`config.mk`:
```
export PLATFORM = sky130hd
export DESIGN_NAME = date_time_to_epoch_minutes_top
export DESIGN_NICKNAME = d
export VERILOG_FILES = /design/src/rtl/core/dtem_pkg.sv /design/src/rtl/core/dtem_decode.sv /design/src/rtl/core/dtem_split.sv /design/src/rtl/core/dtem_days.sv /design/src/rtl/core/dtem_scale.sv /design/src/rtl/core/date_time_to_epoch_minutes_top.sv
export SDC_FILE = /design/constraint.sdc
export NUM_CORES = 1
export LEC_CHECK = 0
export BUFFER_PORTS_ARGS = -buffer_cell sky130_fd_sc_hd__buf_2
export CAP_MARGIN = 25
export CELL_PAD_IN_SITES_DETAIL_PLACEMENT = 1
export CELL_PAD_IN_SITES_GLOBAL_PLACEMENT = 1
export CORE_AREA = 2 2 231 233
export DETAILED_ROUTE_END_ITERATION = 8
export DIE_AREA = 0 0 233 235
export PLACE_DENSITY_LB_ADDON = 0.1
export SETUP_SLACK_MARGIN = 0.3
export SLEW_MARGIN = 20
export SYNTH_ARGS = -nofsm -noshare
export SYNTH_HDL_FRONTEND = slang
export SYNTH_HIERARCHICAL = 1
export SYNTH_SLANG_ARGS = --single-unit
```
`constraint.sdc`:
```
create_clock -name clk_i -period 14.1 [get_ports clk_i]
set_input_delay 2.82 -clock clk_i [delete_from_list [all_inputs] [get_ports clk_i]]
set_output_delay 2.82 -clock clk_i [all_outputs]
set_load 0.03 [all_outputs]
```
`src/rtl/core/dtem_pkg.sv`:
```
`timescale 1ns / 1ps

package dtem_pkg;

  // Field widths, sized to the largest value that any byte pattern can give
  localparam int unsigned YearW = 15;  // up to 16665
  localparam int unsigned MonW  = 8;   // up to 165
  localparam int unsigned DayW  = 8;   // up to 165
  localparam int unsigned MinW  = 14;  // up to 10065
  localparam int unsigned Q100W = 8;   // year / 100, up to 166
  localparam int unsigned OutW  = 32;

  localparam int unsigned DateW = 64;
  localparam int unsigned TimeW = 32;

  // Reciprocal of 100: x / 100 == (x * Recip100) >> Recip100Shift for x < 43690
  localparam int unsigned Recip100      = 5243;
  localparam int unsigned Recip100Shift = 19;
  localparam int unsigned Recip100W     = 13;

  localparam logic [OutW-1:0] DaysPerYear  = OutW'(365);
  localparam logic [OutW-1:0] YearZeroDays = OutW'(32'hFFFF_FE93);  // -365, wrapped
  localparam logic [OutW-1:0] MinPerDay    = OutW'(60 * 24);

  typedef struct packed {
    logic [YearW-1:0] year;
    logic [MonW-1:0]  mon;
    logic [DayW-1:0]  mday;
    logic [MinW-1:0]  mins;
  } dec_t;

  typedef struct packed {
    logic             year_zero;
    logic [YearW-1:0] year;
    logic [YearW-1:0] rest;     // year - 1, held at zero for year zero
    logic [Q100W-1:0] rest_q100;
    logic [Q100W-1:0] year_q100;
    logic [MonW-1:0]  mon;
    logic [DayW-1:0]  mday;
    logic [MinW-1:0]  mins;
  } split_t;

  typedef struct packed {
    logic [OutW-1:0] days;
    logic [MinW-1:0] mins;
  } days_t;

  // Days before the first of the month; months outside one to twelve add zero
  function automatic logic [8:0] month_start(input logic leap, input logic [MonW-1:0] mon);
    logic [8:0] offs;
    offs = 9'd0;
    if (mon inside {[1:12]}) begin
      case (mon[3:0])
        4'd2:    offs = 9'd31;
        4'd3:    offs = leap ? 9'd60  : 9'd59;
        4'd4:    offs = leap ? 9'd91  : 9'd90;
        4'd5:    offs = leap ? 9'd121 : 9'd120;
        4'd6:    offs = leap ? 9'd152 : 9'd151;
        4'd7:    offs = leap ? 9'd182 : 9'd181;
        4'd8:    offs = leap ? 9'd213 : 9'd212;
        4'd9:    offs = leap ? 9'd244 : 9'd243;
        4'd10:   offs = leap ? 9'd274 : 9'd273;
        4'd11:   offs = leap ? 9'd305 : 9'd304;
        4'd12:   offs = leap ? 9'd335 : 9'd334;
        default: offs = 9'd0;
      endcase
    end
    return offs;
  endfunction

endpackage

```
`src/rtl/core/dtem_decode.sv`:
```
`timescale 1ns / 1ps

module dtem_decode (
  input  logic                        clk_i,
  input  logic                        rst_ni,
  input  logic                        valid_i,
  output logic                        ready_o,
  input  logic [dtem_pkg::DateW-1:0]  date_i,
  input  logic [dtem_pkg::TimeW-1:0]  time_i,
  output logic                        valid_o,
  input  logic                        ready_i,
  output dtem_pkg::dec_t              data_o
);

  logic [3:0]     dn [8];
  logic [3:0]     tn [4];
  dtem_pkg::dec_t data_d, data_q;
  logic           valid_q;

  // Take the low nibble of each character, first character in the top byte
  always_comb begin
    for (int p = 0; p < 8; p++) dn[p] = date_i[8*(7-p) +: 4];
    for (int p = 0; p < 4; p++) tn[p] = time_i[8*(3-p) +: 4];
  end

  always_comb begin
    data_d.year = dtem_pkg::YearW'(dn[0]) * dtem_pkg::YearW'(1000)
                + dtem_pkg::YearW'(dn[1]) * dtem_pkg::YearW'(100)
                + dtem_pkg::YearW'(dn[2]) * dtem_pkg::YearW'(10)
                + dtem_pkg::YearW'(dn[3]);
    data_d.mon  = dtem_pkg::MonW'(dn[4]) * dtem_pkg::MonW'(10) + dtem_pkg::MonW'(dn[5]);
    data_d.mday = dtem_pkg::DayW'(dn[6]) * dtem_pkg::DayW'(10) + dtem_pkg::DayW'(dn[7]);
    data_d.mins = dtem_pkg::MinW'(tn[0]) * dtem_pkg::MinW'(600)
                + dtem_pkg::MinW'(tn[1]) * dtem_pkg::MinW'(60)
                + dtem_pkg::MinW'(tn[2]) * dtem_pkg::MinW'(10)
                + dtem_pkg::MinW'(tn[3]);
  end

  assign ready_o = !valid_q || ready_i;

  always_ff @(posedge clk_i or negedge rst_ni) begin
    if (!rst_ni) begin
      valid_q <= 1'b0;
    end else if (ready_o) begin
      valid_q <= valid_i;
    end
  end

  always_ff @(posedge clk_i) begin
    if (valid_i && ready_o) begin
      data_q <= data_d;
    end
  end

  assign valid_o = valid_q;
  assign data_o  = data_q;

endmodule

```
`src/rtl/core/dtem_split.sv`:
```
`timescale 1ns / 1ps

module dtem_split (
  input  logic             clk_i,
  input  logic             rst_ni,
  input  logic             valid_i,
  output logic             ready_o,
  input  dtem_pkg::dec_t   data_i,
  output logic             valid_o,
  input  logic             ready_i,
  output dtem_pkg::split_t data_o
);

  localparam int unsigned ProdW = dtem_pkg::YearW + dtem_pkg::Recip100W;

  logic [ProdW-1:0] rest_prod, year_prod;
  dtem_pkg::split_t data_d, data_q;
  logic             valid_q;

  always_comb begin
    data_d.year_zero = (data_i.year == '0);
    data_d.year      = data_i.year;
    data_d.rest      = data_d.year_zero ? '0 : data_i.year - dtem_pkg::YearW'(1);
    // Divide by 100 through the reciprocal
    rest_prod = ProdW'(data_d.rest) * ProdW'(dtem_pkg::Recip100);
    year_prod = ProdW'(data_i.year) * ProdW'(dtem_pkg::Recip100);
    data_d.rest_q100 = rest_prod[dtem_pkg::Recip100Shift +: dtem_pkg::Q100W];
    data_d.year_q100 = year_prod[dtem_pkg::Recip100Shift +: dtem_pkg::Q100W];
    data_d.mon  = data_i.mon;
    data_d.mday = data_i.mday;
    data_d.mins = data_i.mins;
  end

  assign ready_o = !valid_q || ready_i;

  always_ff @(posedge clk_i or negedge rst_ni) begin
    if (!rst_ni) begin
      valid_q <= 1'b0;
    end else if (ready_o) begin
      valid_q <= valid_i;
    end
  end

  always_ff @(posedge clk_i) begin
    if (valid_i && ready_o) begin
      data_q <= data_d;
    end
  end

  assign valid_o = valid_q;
  assign data_o  = data_q;

endmodule

```
`src/rtl/core/dtem_days.sv`:
```
`timescale 1ns / 1ps

module dtem_days (
  input  logic             clk_i,
  input  logic             rst_ni,
  input  logic             valid_i,
  output logic             ready_o,
  input  dtem_pkg::split_t data_i,
  output logic             valid_o,
  input  logic             ready_i,
  output dtem_pkg::days_t  data_o
);

  logic [dtem_pkg::YearW-1:0] year_c100;
  logic                       leap;
  logic [dtem_pkg::OutW-1:0]  year_days;
  dtem_pkg::days_t            data_d, data_q;
  logic                       valid_q;

  always_comb begin
    year_c100 = dtem_pkg::YearW'(data_i.year_q100) * dtem_pkg::YearW'(100);
    // Leap when divisible by 4 and not by 100, or divisible by 400
    leap = (data_i.year[1:0] == 2'b00)
        && ((year_c100 != data_i.year) || (data_i.year_q100[1:0] == 2'b00));
    // 365 r + r/4 - r/100 + r/400 equals the 400/100/4/1-year group sum
    if (data_i.year_zero) begin
      year_days = dtem_pkg::YearZeroDays;
    end else begin
      year_days = dtem_pkg::OutW'(data_i.rest) * dtem_pkg::DaysPerYear
                + dtem_pkg::OutW'(data_i.rest >> 2)
                - dtem_pkg::OutW'(data_i.rest_q100)
                + dtem_pkg::OutW'(data_i.rest_q100 >> 2);
    end
    data_d.days = year_days
                + dtem_pkg::OutW'(dtem_pkg::month_start(leap, data_i.mon))
                + dtem_pkg::OutW'(data_i.mday);
    data_d.mins = data_i.mins;
  end

  assign ready_o = !valid_q || ready_i;

  always_ff @(posedge clk_i or negedge rst_ni) begin
    if (!rst_ni) begin
      valid_q <= 1'b0;
    end else if (ready_o) begin
      valid_q <= valid_i;
    end
  end

  always_ff @(posedge clk_i) begin
    if (valid_i && ready_o) begin
      data_q <= data_d;
    end
  end

  assign valid_o = valid_q;
  assign data_o  = data_q;

endmodule

```
`src/rtl/core/dtem_scale.sv`:
```
`timescale 1ns / 1ps

module dtem_scale (
  input  logic                       clk_i,
  input  logic                       rst_ni,
  input  logic                       valid_i,
  output logic                       ready_o,
  input  dtem_pkg::days_t            data_i,
  output logic                       valid_o,
  input  logic                       ready_i,
  output logic [dtem_pkg::OutW-1:0]  data_o
);

  logic [dtem_pkg::OutW-1:0] res_d, res_q;
  logic                      valid_q;

  // Wrap modulo 2^32 by keeping the low word
  assign res_d = data_i.days * dtem_pkg::MinPerDay + dtem_pkg::OutW'(data_i.mins);

  assign ready_o = !valid_q || ready_i;

  always_ff @(posedge clk_i or negedge rst_ni) begin
    if (!rst_ni) begin
      valid_q <= 1'b0;
    end else if (ready_o) begin
      valid_q <= valid_i;
    end
  end

  always_ff @(posedge clk_i) begin
    if (valid_i && ready_o) begin
      res_q <= res_d;
    end
  end

  assign valid_o = valid_q;
  assign data_o  = res_q;

endmodule

```
`src/rtl/core/date_time_to_epoch_minutes_top.sv`:
```
// Beats pass the decode, split, days and scale registers in turn to the master side.
// Throughput: one beat per cycle; each of the four stages holds one beat and moves
// it on as soon as the next stage has room, so bubbles close up under a stall.
// Reset: rst_ni clears all stage valid bits asynchronously; payload registers are
// not reset. No state carries over between beats.
`timescale 1ns / 1ps

module date_time_to_epoch_minutes_top (
  input  logic        clk_i,
  input  logic        rst_ni,
  // Slave side: tdata[63:0] = date_text, tdata[95:64] = time_text
  input  logic        s_axis_tvalid_i,
  output logic        s_axis_tready_o,
  input  logic [95:0] s_axis_tdata_i,
  // Master side: tdata[31:0] = epoch_minutes_out
  output logic        m_axis_tvalid_o,
  input  logic        m_axis_tready_i,
  output logic [31:0] m_axis_tdata_o
);

  // Stage handshakes: each stage asserts ready while its register is empty or
  // the stage after it takes the held beat this cycle.
  logic             dec_valid, dec_ready;
  logic             spl_valid, spl_ready;
  logic             day_valid, day_ready;
  dtem_pkg::dec_t   dec_data;
  dtem_pkg::split_t spl_data;
  dtem_pkg::days_t  day_data;

  // Stage 1: turn characters into year, month, day and minute-of-day numbers.
  dtem_decode u_decode (
    .clk_i   (clk_i),
    .rst_ni  (rst_ni),
    .valid_i (s_axis_tvalid_i),
    .ready_o (s_axis_tready_o),
    .date_i  (s_axis_tdata_i[63:0]),
    .time_i  (s_axis_tdata_i[95:64]),
    .valid_o (dec_valid),
    .ready_i (dec_ready),
    .data_o  (dec_data)
  );

  // Stage 2: form year - 1 and divide it and the year by 100 via reciprocal.
  // Year zero is flagged here; its one-year group is minus one year.
  dtem_split u_split (
    .clk_i   (clk_i),
    .rst_ni  (rst_ni),
    .valid_i (dec_valid),
    .ready_o (dec_ready),
    .data_i  (dec_data),
    .valid_o (spl_valid),
    .ready_i (spl_ready),
    .data_o  (spl_data)
  );

  // Stage 3: sum the whole-year days, the month offset from the leap-aware
  // table and the day of month, all modulo 2^32.
  dtem_days u_days (
    .clk_i   (clk_i),
    .rst_ni  (rst_ni),
    .valid_i (spl_valid),
    .ready_o (spl_ready),
    .data_i  (spl_data),
    .valid_o (day_valid),
    .ready_i (day_ready),
    .data_o  (day_data)
  );

  // Stage 4: scale days to minutes and add the minute of day; this register
  // is the output register of the master side.
  dtem_scale u_scale (
    .clk_i   (clk_i),
    .rst_ni  (rst_ni),
    .valid_i (day_valid),
    .ready_o (day_ready),
    .data_i  (day_data),
    .valid_o (m_axis_tvalid_o),
    .ready_i (m_axis_tready_i),
    .data_o  (m_axis_tdata_o)
  );

endmodule
```
==> metrics <==
clock input transition at the sequential cells of the worst setup and hold paths 0.07 ns; number of sinks handled by clock tree synthesis approximately 200; worst-path cell chain inv_1, ha_1, nand3b_1, nand2_1, nand2_1, a21boi_0, nand3_1, xnor2_1, nor2_1, fa_1, ha_1, inv_1, fa_1, fa_1, inv_1, fa_1, ha_1, a21o_1, a31oi_1, o21ai_1, o41ai_2, a21boi_1, or4_1, o311ai_1; final net count 3781; area of the die roughly 55000 um2; Synth Area per Inst slightly above 10 um2; startpoint kind of the worst setup timing path register; detailed-route DRC error count 0; kind of critical path reg2reg; antenna violations before repair 10; FMAX approximately 130 MHz; fin crit period 7.71 ns; slew at the pin with the worst max-slew slack 1.04 ns; RSZ-0062 raised after global routing false; Max FO, Critical Path 7; Post-CTS Resized 0; half-perimeter wire length of the detailed placement result 55900 um; Detailed Routing Iterations Pass 1 7; Area growth syn-to-layout 6.36%; cts bufs inserted 17; average vias per placed instance between 5 and 6; cell chosen for the clock root sky130_fd_sc_hd__clkbuf_16; number of top-level design ports roughly 130; wire length per cell after detailed routing 18.4 um; number of max-slew violations in the final report 0; worst relative slew slack a little under a third; Synthesized Nets 3702; summed negative setup slack over all endpoints 0 ns; portion of the clock cycle consumed by the worst path in the final layout between 50% and 60%; synthesized area between 20000 and 30000 um2; count of nets left with antenna violations after detail routing 0; Largest stage delay, worst path between 0.6 and 0.7 ns; library cell appearing most often on the critical path sky130_fd_sc_hd__fa_1; count of endpoints failing setup in the final report 0; number of endpoints with negative hold slack in the final report 0; run status finished clean; number of port buffers 85; buffers plus inverters on the worst setup path 3; detailed-route wire length between 60000 and 70000 um; Yosys warnings 6; fill cell count about 5.8k; endpoint required time on the critical path 14.33 ns; buffers from clock root to sink, at most 2; Placeable Area around 52000 um2; combined global-route utilization of all metal layers between 20% and 30%; post-route clock skew 0.0141 ns; global-route wire length before repair about 110000 um; largest delay contributor family on the critical path adder cells; height of the die 235 um; number of instances in the synthesized netlist 2774; CP endpoint kind register; Final Non-Filler Cells 3560; GP Congestion 0.897; Overflow after GRT 0; Max Cap Violations 0; library cell contributing the largest single delay on the critical path sky130_fd_sc_hd__nor2_1; worst min path class reg2reg; worst hold slack across all endpoints between 0.4 and 0.5 ns; number of vias after detailed routing about 20k; number of design-rule violations left by the first detailed-router iteration around 700; site row count 84; CTS tree done; effective utilization at floorplan a little over half; clock latency on the worst-skew pair 0.45 ns; x dimension of the die 233 um; fraction of layout cells with a size suffix above 1 approximately 6.5%; number of setup buffers added after CTS 0; total instance count after detailed placement between 3k and 4k; pin count of the biggest net entering global routing a little under 80; CTS Hold Buffers Added 0; data arrival time at the worst-slack endpoint about 7.9 ns; number of global-route vias before repair roughly 22k; number of H-tree levels 4
-- layout by cell type (no fill, tap or decap), types with 40 or more instances in the layout --
cell type / n
sky130_fd_sc_hd__a21o_1: 45
sky130_fd_sc_hd__inv_1: 635
sky130_fd_sc_hd__edfxtp_1: 195
sky130_fd_sc_hd__xor2_1: 51
sky130_fd_sc_hd__nand2_1: 96
sky130_fd_sc_hd__buf_2: 85
sky130_fd_sc_hd__ha_1: 520
sky130_fd_sc_hd__nand3_1: 40
sky130_fd_sc_hd__fa_1: 308
sky130_fd_sc_hd__o21ai_0: 74
sky130_fd_sc_hd__xnor2_1: 145
sky130_fd_sc_hd__a21oi_1: 121
sky130_fd_sc_hd__nor2_1: 98
-- state kept, by name, indices dropped and copies added, names as in the netlist --
signal and count:
u_days/data_o 41, u_days/valid_o 1, u_decode/data_o 45, u_decode/valid_o 1
u_scale/data_o 32, u_scale/valid_o 1, u_split/data_o 77, u_split/valid_o 1
-- layout make-up --
| class | instances | area, um2 | share of cell area, % |
|---|---|---|---|
| multi-input combinational | 1906 | 19800 | 65.9 |
| tap | 688 | 861 | 2.86 |
| inverter | 636 | 2390 | 7.92 |
| sequential | 199 | 5960 | 19.8 |
| timing repair buffer | 93 | 498 | 1.65 |
| clock inverter | 14 | 140 | 0.465 |
| clock buffer | 18 | 429 | 1.42 |
| antenna | 6 | 15.0 | 0.0498 |
-- metrics by stage --
stage,worst slack [ns],utilization [%],cell area [um2]
after detailed placement,6.37,56.5,29500
final,6.39,57.7,30100
after CTS,6.32,57.6,30100
after global placement,6.59,56.5,29500
after floorplan,6.88,-,28300
after global routing,5.84,57.7,30100
-- metal layers --
metal  up-vias  track usage (%)  wire length [um]
met3        72             3.19              1390
li1       9388                -                 -
met2       175             45.6             33500
met5         -                0                64
met4        12             5.23              1060
met1      9916             31.9             29300
-- worst paths after layout --
check | from | endpoint | slack, ns | depth (start not counted)
worst max-delay path | u_decode/data_o[34] | u_split/data_o[44] | 6.39 | 24
worst min-delay path | u_split/data_o[9] | u_days/data_o[9] | 0.42 | 0
worst max register to register | u_decode/data_o[34] | u_split/data_o[44] | 6.39 | 24
worst min register to register | u_split/data_o[9] | u_days/data_o[9] | 0.42 | 0
max in group asynchronous | rst_ni | u_scale/valid_o | 11.81 | 1
min in group asynchronous | rst_ni | u_split/valid_o | 2.16 | 1
Power is left out: the tool's default activity adds up to more than one toggle a clock period on the data nets, which glitch-free logic cannot reach.
